$ cat src/hdl/mahd_pkg.sv
// Shared types, codes and lookup tables for the MPEG audio header decoder.
// No dependencies; every other file refers to this package by scoped names.
package mahd_pkg;

   localparam logic [2:0] STATUS_OK       = 3'd0;
   localparam logic [2:0] STATUS_NO_SYNC  = 3'd1;
   localparam logic [2:0] STATUS_LAYER    = 3'd2;
   localparam logic [2:0] STATUS_BITRATE  = 3'd3;
   localparam logic [2:0] STATUS_RATE     = 3'd4;
   localparam logic [2:0] STATUS_PER_CHAN = 3'd5;

   localparam logic [1:0] LAYER_RESERVED = 2'd0;
   localparam logic [1:0] LAYER_III      = 2'd1;
   localparam logic [1:0] LAYER_II       = 2'd2;
   localparam logic [1:0] LAYER_I        = 2'd3;

   localparam logic [1:0] MODE_STEREO = 2'd0;
   localparam logic [1:0] MODE_JOINT  = 2'd1;
   localparam logic [1:0] MODE_MONO   = 2'd3;

   localparam logic [1:0] VER_MPEG1 = 2'd1;
   localparam logic [1:0] VER_MPEG25 = 2'd2;

   localparam int NUM_W   = 26;
   localparam int RECIP_W = 20;
   localparam int RECIP_SHIFT = 32;
   localparam int QUOT_W  = 14;

   // Reciprocals scaled by two to the 32nd, rounded down.
   localparam logic [RECIP_W-1:0] RECIP_44100 = RECIP_W'(64'h1_0000_0000 / 44100);
   localparam logic [RECIP_W-1:0] RECIP_48000 = RECIP_W'(64'h1_0000_0000 / 48000);
   localparam logic [RECIP_W-1:0] RECIP_32000 = RECIP_W'(64'h1_0000_0000 / 32000);
   localparam logic [RECIP_W-1:0] RECIP_22050 = RECIP_W'(64'h1_0000_0000 / 22050);
   localparam logic [RECIP_W-1:0] RECIP_24000 = RECIP_W'(64'h1_0000_0000 / 24000);
   localparam logic [RECIP_W-1:0] RECIP_16000 = RECIP_W'(64'h1_0000_0000 / 16000);
   localparam logic [RECIP_W-1:0] RECIP_11025 = RECIP_W'(64'h1_0000_0000 / 11025);
   localparam logic [RECIP_W-1:0] RECIP_12000 = RECIP_W'(64'h1_0000_0000 / 12000);
   localparam logic [RECIP_W-1:0] RECIP_8000  = RECIP_W'(64'h1_0000_0000 / 8000);

   localparam logic [15:0] RATE_TAB [0:2][0:3] = '{
      '{16'd22050, 16'd24000, 16'd16000, 16'd0},
      '{16'd44100, 16'd48000, 16'd32000, 16'd0},
      '{16'd11025, 16'd12000, 16'd8000,  16'd0}
   };

   localparam logic [18:0] KBPS_TAB [0:2][0:2][0:15] = '{
      '{
         '{19'd0, 19'd8000, 19'd16000, 19'd24000, 19'd32000, 19'd40000, 19'd48000,
           19'd56000, 19'd64000, 19'd80000, 19'd96000, 19'd112000, 19'd128000,
           19'd144000, 19'd160000, 19'd0},
         '{19'd0, 19'd8000, 19'd16000, 19'd24000, 19'd32000, 19'd40000, 19'd48000,
           19'd56000, 19'd64000, 19'd80000, 19'd96000, 19'd112000, 19'd128000,
           19'd144000, 19'd160000, 19'd0},
         '{19'd0, 19'd32000, 19'd48000, 19'd56000, 19'd64000, 19'd80000, 19'd96000,
           19'd112000, 19'd128000, 19'd144000, 19'd160000, 19'd176000, 19'd192000,
           19'd224000, 19'd256000, 19'd0}
      },
      '{
         '{19'd0, 19'd32000, 19'd40000, 19'd48000, 19'd56000, 19'd64000, 19'd80000,
           19'd96000, 19'd112000, 19'd128000, 19'd160000, 19'd192000, 19'd224000,
           19'd256000, 19'd320000, 19'd0},
         '{19'd0, 19'd32000, 19'd48000, 19'd56000, 19'd64000, 19'd80000, 19'd96000,
           19'd112000, 19'd128000, 19'd160000, 19'd192000, 19'd224000, 19'd256000,
           19'd320000, 19'd384000, 19'd0},
         '{19'd0, 19'd32000, 19'd64000, 19'd96000, 19'd128000, 19'd160000, 19'd192000,
           19'd224000, 19'd256000, 19'd288000, 19'd320000, 19'd352000, 19'd384000,
           19'd416000, 19'd448000, 19'd0}
      },
      '{
         '{19'd0, 19'd6000, 19'd8000, 19'd10000, 19'd12000, 19'd16000, 19'd20000,
           19'd24000, 19'd28000, 19'd32000, 19'd40000, 19'd48000, 19'd56000,
           19'd64000, 19'd80000, 19'd0},
         '{19'd0, 19'd6000, 19'd8000, 19'd10000, 19'd12000, 19'd16000, 19'd20000,
           19'd24000, 19'd28000, 19'd32000, 19'd40000, 19'd48000, 19'd56000,
           19'd64000, 19'd80000, 19'd0},
         '{19'd0, 19'd8000, 19'd12000, 19'd16000, 19'd20000, 19'd24000, 19'd32000,
           19'd40000, 19'd48000, 19'd56000, 19'd64000, 19'd80000, 19'd96000,
           19'd112000, 19'd128000, 19'd0}
      }
   };

   typedef struct packed {
      logic [2:0]         status;
      logic [1:0]         version_index;
      logic [1:0]         layer_code;
      logic               crc_present;
      logic [18:0]        bit_rate;
      logic [15:0]        sample_rate;
      logic               padding;
      logic [1:0]         channel_mode;
      logic [1:0]         mode_extension;
      logic [5:0]         subband_bound;
      logic [13:0]        frame_duration;
      logic [NUM_W-1:0]   numerator;
      logic [RECIP_W-1:0] recip;
   } front_item_type;

   typedef struct packed {
      logic [2:0]  status;
      logic [1:0]  version_index;
      logic [1:0]  layer_code;
      logic        crc_present;
      logic [18:0] bit_rate;
      logic [15:0] sample_rate;
      logic        padding;
      logic [1:0]  channel_mode;
      logic [1:0]  mode_extension;
      logic [5:0]  subband_bound;
      logic [13:0] frame_duration;
      logic [11:0] frame_bytes;
   } result_type;

   function automatic logic [RECIP_W-1:0] recip_of(input logic [15:0] fs);
      logic [RECIP_W-1:0] r;
      case (fs)
         16'd44100: r = RECIP_44100;
         16'd48000: r = RECIP_48000;
         16'd32000: r = RECIP_32000;
         16'd22050: r = RECIP_22050;
         16'd24000: r = RECIP_24000;
         16'd16000: r = RECIP_16000;
         16'd11025: r = RECIP_11025;
         16'd12000: r = RECIP_12000;
         16'd8000:  r = RECIP_8000;
         default:   r = '0;
      endcase
      return r;
   endfunction

   // Frame duration: the long constant for Layers II and III, the short one for Layer I.
   function automatic logic [13:0] duration_of(input logic layer_one, input logic [15:0] fs);
      logic [13:0] d;
      case (fs)
         16'd44100: d = layer_one ? 14'd783  : 14'd2351;
         16'd48000: d = layer_one ? 14'd720  : 14'd2160;
         16'd32000: d = layer_one ? 14'd1080 : 14'd3240;
         16'd22050: d = layer_one ? 14'd1567 : 14'd4702;
         16'd24000: d = layer_one ? 14'd1440 : 14'd4320;
         16'd16000: d = layer_one ? 14'd2160 : 14'd6480;
         16'd11025: d = layer_one ? 14'd3134 : 14'd9404;
         16'd12000: d = layer_one ? 14'd2880 : 14'd8640;
         16'd8000:  d = layer_one ? 14'd4320 : 14'd12960;
         default:   d = '0;
      endcase
      return d;
   endfunction

endpackage

$ cat src/hdl/mpeg_audio_header_decoder.sv
// MPEG audio frame header decoder: one header word in, one result word out.
// A result passes through the input queue, the multiply stage and the result queue before it is ready.
// Throughput: one header per cycle while results are popped, made possible by the registered reciprocal multiply.
// Reset (synchronous, active high) empties both queues and clears the multiply stage's valid flag.
// Depends on mahd_pkg, mahd_front, mahd_queue and mahd_back.
module mpeg_audio_header_decoder (
   input  logic        clock,
   input  logic        reset,
   input  logic        push,
   output logic        full,
   input  logic [31:0] req_header_word,
   output logic        empty,
   input  logic        pop,
   output logic [2:0]  rsp_status,
   output logic [1:0]  rsp_version_index,
   output logic [1:0]  rsp_layer_code,
   output logic        rsp_crc_present,
   output logic [18:0] rsp_bit_rate,
   output logic [15:0] rsp_sample_rate,
   output logic        rsp_padding,
   output logic [1:0]  rsp_channel_mode,
   output logic [1:0]  rsp_mode_extension,
   output logic [5:0]  rsp_subband_bound,
   output logic [13:0] rsp_frame_duration,
   output logic [11:0] rsp_frame_bytes
);

   mahd_pkg::front_item_type front_item;
   mahd_pkg::front_item_type queue_item;
   mahd_pkg::result_type     rsp;
   logic                     queue_valid;
   logic                     queue_pop;

   mahd_front u_front (
      .header_word (req_header_word),
      .item        (front_item)
   );

   mahd_queue u_queue (
      .clock     (clock),
      .reset     (reset),
      .push      (push),
      .push_item (front_item),
      .full      (full),
      .pop       (queue_pop),
      .valid     (queue_valid),
      .pop_item  (queue_item)
   );

   mahd_back u_back (
      .clock    (clock),
      .reset    (reset),
      .in_valid (queue_valid),
      .in_item  (queue_item),
      .in_pop   (queue_pop),
      .pop      (pop),
      .empty    (empty),
      .rsp      (rsp)
   );

   assign rsp_status         = rsp.status;
   assign rsp_version_index  = rsp.version_index;
   assign rsp_layer_code     = rsp.layer_code;
   assign rsp_crc_present    = rsp.crc_present;
   assign rsp_bit_rate       = rsp.bit_rate;
   assign rsp_sample_rate    = rsp.sample_rate;
   assign rsp_padding        = rsp.padding;
   assign rsp_channel_mode   = rsp.channel_mode;
   assign rsp_mode_extension = rsp.mode_extension;
   assign rsp_subband_bound  = rsp.subband_bound;
   assign rsp_frame_duration = rsp.frame_duration;
   assign rsp_frame_bytes    = rsp.frame_bytes;

endmodule

$ cat src/hdl/mahd_front.sv
// Front end: decodes and checks one header word and prepares the division.
// Depends on mahd_pkg.
module mahd_front (
   input  logic [31:0]              header_word,
   output mahd_pkg::front_item_type item
);

   logic [1:0]  ver;
   logic [1:0]  layer;
   logic [18:0] br;
   logic [15:0] fs;
   logic [18:0] br_chan;
   logic [1:0]  mext;
   logic [5:0]  bound;
   logic [5:0]  limit;
   logic        l2_mpeg1;
   logic [2:0]  status;

   always_comb begin
      ver = {1'b0, header_word[19]};
      if (header_word[19] && header_word[1:0] == 2'd2) begin
         ver = mahd_pkg::VER_MPEG25;
      end
      layer = header_word[18:17];
      br = (layer == mahd_pkg::LAYER_RESERVED) ? 19'd0 :
           mahd_pkg::KBPS_TAB[ver][2'(layer - 2'd1)][header_word[15:12]];
      fs = mahd_pkg::RATE_TAB[ver][header_word[11:10]];
      mext = (header_word[7:6] == mahd_pkg::MODE_STEREO) ? 2'd0 : header_word[5:4];
      bound = (header_word[7:6] == mahd_pkg::MODE_JOINT) ?
              {1'b0, {1'b0, mext} + 3'd1, 2'b00} : 6'd32;
      br_chan = (header_word[7:6] == mahd_pkg::MODE_MONO) ? br : {1'b0, br[18:1]};
      l2_mpeg1 = (ver == mahd_pkg::VER_MPEG1) && (layer == mahd_pkg::LAYER_II);

      limit = 6'd32;
      if (l2_mpeg1) begin
         if (br < 19'd56000) begin
            limit = (fs == 16'd32000) ? 6'd12 : 6'd8;
         end else if (br < 19'd96000) begin
            limit = 6'd27;
         end else begin
            limit = (fs == 16'd48000) ? 6'd27 : 6'd30;
         end
      end else if (layer == mahd_pkg::LAYER_II) begin
         limit = 6'd30;
      end
      if (layer != mahd_pkg::LAYER_I && bound > limit) begin
         bound = limit;
      end

      if (header_word[31:20] != 12'hFFF) begin
         status = mahd_pkg::STATUS_NO_SYNC;
      end else if (layer == mahd_pkg::LAYER_RESERVED) begin
         status = mahd_pkg::STATUS_LAYER;
      end else if (br == 19'd0) begin
         status = mahd_pkg::STATUS_BITRATE;
      end else if (fs == 16'd0) begin
         status = mahd_pkg::STATUS_RATE;
      end else if (l2_mpeg1 && (br_chan < 19'd32000 || br_chan > 19'd192000)) begin
         status = mahd_pkg::STATUS_PER_CHAN;
      end else begin
         status = mahd_pkg::STATUS_OK;
      end

      item = '0;
      item.status = status;
      if (status == mahd_pkg::STATUS_OK) begin
         item.version_index  = ver;
         item.layer_code     = layer;
         item.crc_present    = ~header_word[16];
         item.bit_rate       = br;
         item.sample_rate    = fs;
         item.padding        = header_word[9];
         item.channel_mode   = header_word[7:6];
         item.mode_extension = mext;
         item.subband_bound  = bound;
         item.frame_duration = mahd_pkg::duration_of(layer == mahd_pkg::LAYER_I, fs);
         item.numerator = (layer == mahd_pkg::LAYER_I) ?
                          mahd_pkg::NUM_W'(br * 5'd12) : mahd_pkg::NUM_W'(br * 8'd144);
         item.recip = mahd_pkg::recip_of(fs);
      end
   end

endmodule

$ cat src/hdl/mahd_queue.sv
// Two-word queue between the front end and the division back end.
// Depends on mahd_pkg.
module mahd_queue (
   input  logic                     clock,
   input  logic                     reset,
   input  logic                     push,
   input  mahd_pkg::front_item_type push_item,
   output logic                     full,
   input  logic                     pop,
   output logic                     valid,
   output mahd_pkg::front_item_type pop_item
);

   mahd_pkg::front_item_type mem_ff [0:1];
   logic       wptr_ff, wptr_in;
   logic       rptr_ff, rptr_in;
   logic [1:0] count_ff, count_in;
   logic       do_push, do_pop;

   assign full     = (count_ff == 2'd2);
   assign valid    = (count_ff != 2'd0);
   assign pop_item = mem_ff[rptr_ff];
   assign do_push  = push && !full;
   assign do_pop   = pop && valid;

   always_comb begin
      wptr_in  = do_push ? ~wptr_ff : wptr_ff;
      rptr_in  = do_pop ? ~rptr_ff : rptr_ff;
      count_in = count_ff + 2'(do_push) - 2'(do_pop);
   end

   always_ff @(posedge clock) begin
      if (reset) begin
         wptr_ff  <= 1'b0;
         rptr_ff  <= 1'b0;
         count_ff <= 2'd0;
      end else begin
         wptr_ff  <= wptr_in;
         rptr_ff  <= rptr_in;
         count_ff <= count_in;
      end
      if (do_push) begin
         mem_ff[wptr_ff] <= push_item;
      end
   end

endmodule

$ cat src/hdl/mahd_back.sv
// Back end: reciprocal division for the frame size and the result queue.
// Depends on mahd_pkg.
module mahd_back (
   input  logic                     clock,
   input  logic                     reset,
   input  logic                     in_valid,
   input  mahd_pkg::front_item_type in_item,
   output logic                     in_pop,
   input  logic                     pop,
   output logic                     empty,
   output mahd_pkg::result_type     rsp
);

   localparam int PROD_W = mahd_pkg::NUM_W + mahd_pkg::RECIP_W;

   mahd_pkg::front_item_type s1_item_ff;
   logic [PROD_W-1:0]        s1_prod_ff;
   logic                     s1_valid_ff;

   mahd_pkg::result_type     mem_ff [0:3];
   logic [1:0]               wptr_ff, rptr_ff;
   logic [2:0]               count_ff, count_in;
   logic                     do_pop;

   logic [mahd_pkg::QUOT_W-1:0] q0;
   logic [mahd_pkg::QUOT_W-1:0] q;
   logic [29:0]                 q_fs;
   logic [mahd_pkg::NUM_W-1:0]  rem;
   logic [11:0]                 bytes;
   mahd_pkg::result_type        res;

   // A word is only issued when the result queue can surely take it, so the
   // pipeline never has to stall.
   assign in_pop = in_valid && (count_ff + 3'(s1_valid_ff) < 3'd4);
   assign empty  = (count_ff == 3'd0);
   assign rsp    = mem_ff[rptr_ff];
   assign do_pop = pop && !empty;

   always_comb begin
      // The reciprocal estimate is at most one below the true quotient.
      q0   = s1_prod_ff[mahd_pkg::RECIP_SHIFT +: mahd_pkg::QUOT_W];
      q_fs = q0 * s1_item_ff.sample_rate;
      rem  = s1_item_ff.numerator - q_fs[mahd_pkg::NUM_W-1:0];
      q    = (rem >= {10'd0, s1_item_ff.sample_rate}) ? q0 + 1'b1 : q0;
      if (s1_item_ff.layer_code == mahd_pkg::LAYER_I) begin
         bytes = {q[9:0], 2'b00} + {9'd0, s1_item_ff.padding, 2'b00};
      end else begin
         bytes = q[11:0] + {11'd0, s1_item_ff.padding};
      end
      res.status         = s1_item_ff.status;
      res.version_index  = s1_item_ff.version_index;
      res.layer_code     = s1_item_ff.layer_code;
      res.crc_present    = s1_item_ff.crc_present;
      res.bit_rate       = s1_item_ff.bit_rate;
      res.sample_rate    = s1_item_ff.sample_rate;
      res.padding        = s1_item_ff.padding;
      res.channel_mode   = s1_item_ff.channel_mode;
      res.mode_extension = s1_item_ff.mode_extension;
      res.subband_bound  = s1_item_ff.subband_bound;
      res.frame_duration = s1_item_ff.frame_duration;
      res.frame_bytes    = (s1_item_ff.status == mahd_pkg::STATUS_OK) ? bytes : 12'd0;
      count_in = count_ff + 3'(s1_valid_ff) - 3'(do_pop);
   end

   always_ff @(posedge clock) begin
      if (reset) begin
         s1_valid_ff <= 1'b0;
         wptr_ff     <= 2'd0;
         rptr_ff     <= 2'd0;
         count_ff    <= 3'd0;
      end else begin
         s1_valid_ff <= in_pop;
         wptr_ff     <= wptr_ff + 2'(s1_valid_ff);
         rptr_ff     <= rptr_ff + 2'(do_pop);
         count_ff    <= count_in;
      end
      s1_item_ff <= in_item;
      s1_prod_ff <= in_item.numerator * in_item.recip;
      if (s1_valid_ff) begin
         mem_ff[wptr_ff] <= res;
      end
   end

endmodule

$ cat config.mk
export PLATFORM = sky130hd
export DESIGN_NAME = mpeg_audio_header_decoder
export DESIGN_NICKNAME = d
export VERILOG_FILES = /design/src/hdl/mahd_pkg.sv /design/src/hdl/mpeg_audio_header_decoder.sv /design/src/hdl/mahd_front.sv /design/src/hdl/mahd_queue.sv /design/src/hdl/mahd_back.sv
export SDC_FILE = /design/constraint.sdc
export NUM_CORES = 2
export LEC_CHECK = 0
export ABC_AREA = 1
export BUFFER_PORTS_ARGS = -buffer_cell sky130_fd_sc_hd__buf_2
export CELL_PAD_IN_SITES_DETAIL_PLACEMENT = 1
export CELL_PAD_IN_SITES_GLOBAL_PLACEMENT = 2
export CORE_ASPECT_RATIO = 0.7
export CORE_MARGIN = 5
export CORE_UTILIZATION = 38
export DETAILED_ROUTE_END_ITERATION = 8
export PLACE_DENSITY_LB_ADDON = 0.1
export RECOVER_POWER = 50
export SYNTH_ARGS = -nofsm -noshare
export SYNTH_HDL_FRONTEND = slang
export SYNTH_SLANG_ARGS = --single-unit
$ cat constraint.sdc
create_clock -name clock -period 7.54 [get_ports clock]
set_clock_uncertainty 0.1 [all_clocks]
set_input_delay 1.131 -clock clock [delete_from_list [all_inputs] [get_ports clock]]
set_output_delay 1.131 -clock clock [all_outputs]
set_load 0.05 [all_outputs]
==> results.rst <==
.. list-table::
   :header-rows: 1

   * - Metric
     - Value
   * - Post-synth ARST share
     - 0%
   * - Slowest cell delay on critical path
     - 620 ps
   * - Starting DRT DRC Count
     - 2358
   * - Worst slew slack as a fraction of its limit
     - -146%
   * - Master of the slowest instance on the critical path
     - fa_2
   * - Routed via count divided by cell count
     - 4.98
   * - Cell count of the worst hold path
     - 1
   * - Biggest area consumer among synthesized cells
     - edfxtp_1
   * - DRT Wirelength
     - 160000 um
   * - Die area
     - 134000 sq um
   * - Final critical-path share of the clock period
     - 102%
   * - Maximum fanout along the worst path
     - 24
   * - CTS tree
     - yes
   * - Avg Inst Size Synth
     - 9.35 sq um
   * - Largest cells by area after synthesis
     - edfxtp_1 31%, fa_1 22%, ha_1 7.9%
   * - Buffering stage count on the worst path with inverters included
     - 8
   * - Mapped Cells
     - 5137
   * - Height of the chip
     - 308 um
   * - Synth cell types
     - 60
   * - Synth warnings
     - 0
   * - Buffer depth of the longest clock path
     - 3
   * - R2R Setup Slk
     - -170 ps
   * - Pin count of the biggest net entering global routing
     - 100
   * - Clock slew seen by the registers of the worst setup and hold paths
     - 60 ps
   * - Flip-flop and latch area
     - 17200 sq um
   * - WHS Endpoint
     - u_back.res[50]$_DFF_P_
   * - Vias in the first global route
     - 39100
   * - Most frequent cells in the layout
     - 958 x nand2_1, 942 x inv_1, 525 x fa_1
   * - Placement Rows
     - 109
   * - Footprint of the multi-input gates
     - 27300 sq um
   * - Count of endpoints failing hold in the final timing report
     - 0
   * - Fill cell total of the finished layout
     - 14400
   * - # DRC
     - 0
   * - Number of max-slew violations in the final report
     - 349
   * - Clock sink count
     - 609
   * - Wire length per cell
     - 21.8 um
   * - Fin crit period
     - just under 8000 ps
   * - Most common cell after layout, fill and taps aside
     - nand2_1
   * - DR vias
     - between 30000 and 40000
   * - Unrepaired setup endpoints after global routing
     - true
   * - Layout cell share with drive strength beyond 1
     - 16.3%
   * - Cell area after technology mapping
     - 48000 sq um
   * - Deepest level of the CTS H-tree
     - 3
   * - Ys flop type
     - edfxtp_1
   * - Hold_sp
     - u_queue.mem_ff[1][84]$_DFFE_PP_
   * - CP Capture Type
     - register
   * - Number of placed cells counting well taps
     - 7158
   * - Worst Reg-to-Reg Cells
     - 29
   * - Relative area change from synthesis to final layout
     - 18.0%
   * - Initial Util
     - between 30% and 40%
   * - CP Data Arrival Time
     - 8160 ps
   * - Detail Placement HPWL
     - 127000 um
   * - Type of the tightest min-delay check
     - register to register
   * - CP most frequent cell
     - fa_1
   * - Total core area
     - 126000 sq um
   * - Die Width
     - 435 um
   * - Insertion delay of the later-clocked pin in the worst-skew pair
     - about 640 ps
   * - Initial antenna violation count
     - 7
   * - Final worst setup slack
     - -167 ps
   * - IO buf count
     - 109
   * - CTS Hold Bufs
     - 0
   * - GRT Overall Usage
     - between 20% and 30%
   * - Status
     - complete, but fails checks
   * - Peak clock frequency supported by timing
     - between 100 and 150 MHz
   * - Setup Crit Path Kind
     - register to register
   * - Cell at the root of the clock tree
     - clkbuf_16
   * - Portion of synthesized cell area occupied by the leading cell type
     - between 30% and 40%
   * - First-pass GRT wire length
     - around 240000 um
   * - Endpoint of the lowest-slack register-to-register path
     - u_back.s1_prod_ff[38]$_DFF_P_
   * - Number of iterations in the first detailed-routing pass
     - 7
   * - Sort of element at the start of the critical path
     - register
   * - Gr ovfl total
     - 0
   * - Global placement routability congestion
     - 0.872
   * - Setup-violating endpoint count in the final report
     - 36
   * - Post-synth EDFFs
     - 500
   * - Post-Layout Cell Count
     - roughly 7300
   * - Net total in the final layout
     - 6479
   * - CTS buffer count
     - 66
   * - Violations in the final reports
     - capacitance limit, slew limit, setup timing
   * - Number of placed I/O pins
     - 118
   * - Final antenna-violating net count
     - 0
   * - Seq/Total Area, Yosys
     - 35.8%
   * - Max-cap viol count
     - 11
   * - Family of cells with the greatest summed delay on the critical path
     - adder cells
   * - Register bit count reported by yosys
     - 609
   * - Worst Path Required
     - 8000 ps
   * - Pin slew with the least headroom to its limit
     - 3700 ps
[area by class of cell]
cell class                 instances  share of cell area (%)
clock buffer                      92                    3.28
clock inverter                    30                   0.603
multi-input combinational       3392                    48.1
inverter                         983                    6.55
sequential                       609                    30.4
timing repair buffer             559                    7.35
tap                             1665                    3.67
antenna                            1                 0.00441
[how the worst max path moves through the flow]
stage                             startpoint                        endpoint  depth (start not counted)
2_1_floorplan  u_back.s1_prod_ff[32]$_DFF_P_  u_back.mem_ff[0][10]$_DFFE_PP_                         40
6_report                            register   u_back.s1_prod_ff[38]$_DFF_P_                         29
3_3_place_gp   u_back.s1_prod_ff[33]$_DFF_P_  u_back.mem_ff[0][10]$_DFFE_PP_                         36
5_1_grt               u_back.res[44]$_DFF_P_   u_back.mem_ff[3][9]$_DFFE_PP_                         37
3_5_place_dp   u_back.s1_prod_ff[33]$_DFF_P_  u_back.mem_ff[0][10]$_DFFE_PP_                         35
4_1_cts        u_back.s1_prod_ff[33]$_DFF_P_  u_back.mem_ff[0][10]$_DFFE_PP_                         38
[routing by layer]
layer	GRT usage, %	up-vias	share of wire [%]
met2	36.4	731	43
met1	37.1	18600	51
li1	-	17100	-
met4	3.21	0	1.2
met5	0	-	0
met3	3.51	119	5.2
[sequential cells by signal (all words and copies together), names as in the netlist, named ones only]
signal and count:
u_queue.wptr_ff 1, u_back.mem_ff 296, u_back.s1_item_ff 20, u_back.res 62, u_back.wptr_ff 2, u_queue.mem_ff 204
u_back.s1_prod_ff 14, u_queue.rptr_ff 1, u_queue.count_ff 2, u_back.s1_valid_ff 1, u_back.count_ff 3, u_back.rptr_ff 2
[cell usage after synthesis (8+ instances only)]
master / instances
a211oi_1: 13
a21oi_1: 135
a21oi_2: 11
a31oi_1: 13
buf_1: 18
buf_2: 12
buf_4: 10
buf_6: 12
clkbuf_1: 145
clkinv_1: 12
dfxtp_1: 109
edfxtp_1: 500
fa_1: 530
ha_1: 302
inv_1: 961
inv_2: 9
mux2_2: 62
nand2_1: 1003
nand2_2: 11
nand3_1: 152
nand3_2: 8
nand4_1: 36
nor2_1: 529
nor2_2: 10
nor3_1: 38
o211ai_1: 9
o21ai_0: 237
o21ai_1: 30
o22ai_1: 76
xnor2_1: 23
xor2_1: 46
[kinds of logic after synthesis]
kind of cell	Yosys count	synth area share, %
flip-flops	609	35.8
multiplexers	63	1.47
other	2	0.0156
AO/OA/AOI/OAI	565	6.59
XOR/XNOR	69	1.26
buffers and inverters	1180	9.53
AND/OR/NAND/NOR	1817	15.4
adder cells (fa/ha/maj)	832	29.9
[per-stage QoR]
stage	setup TNS [ps]	setup WS, ps	util [%]	instance area [sq um]	hold slack (ps)
final	-2700	-167	45.0	56700	354
after global placement	-29110	-787	42.2	53200	352
after global routing	-20990	-496	45.0	56700	361
after detailed placement	-37070	-947	42.2	53200	357
after CTS	-5080	-203	44.6	56100	354
after floorplan	0	1.25	-	48200	338
[worst register-to-register path: cells and delay by family (launching register included)]
kind | cells | cell delay (ps)
buffers and inverters | 8 | 1150
adder cells (fa/ha/maj) | 8 | 3740
XOR/XNOR | 1 | 140
AND/OR/NAND/NOR | 7 | 830
AO/OA/AOI/OAI | 5 | 1240
flip-flops | 1 | 480
[what timing repair did]
action / CTS / global route
setup endpoints to repair: 54 / 61
pin swaps: 71 / 57
buffers inserted: 29 / 23
gates resized for setup: 141 / 153
cloned: 0 / 1
Power is left out: the tool's default activity adds up to more than one toggle a clock period on the data nets, which glitch-free logic cannot reach.
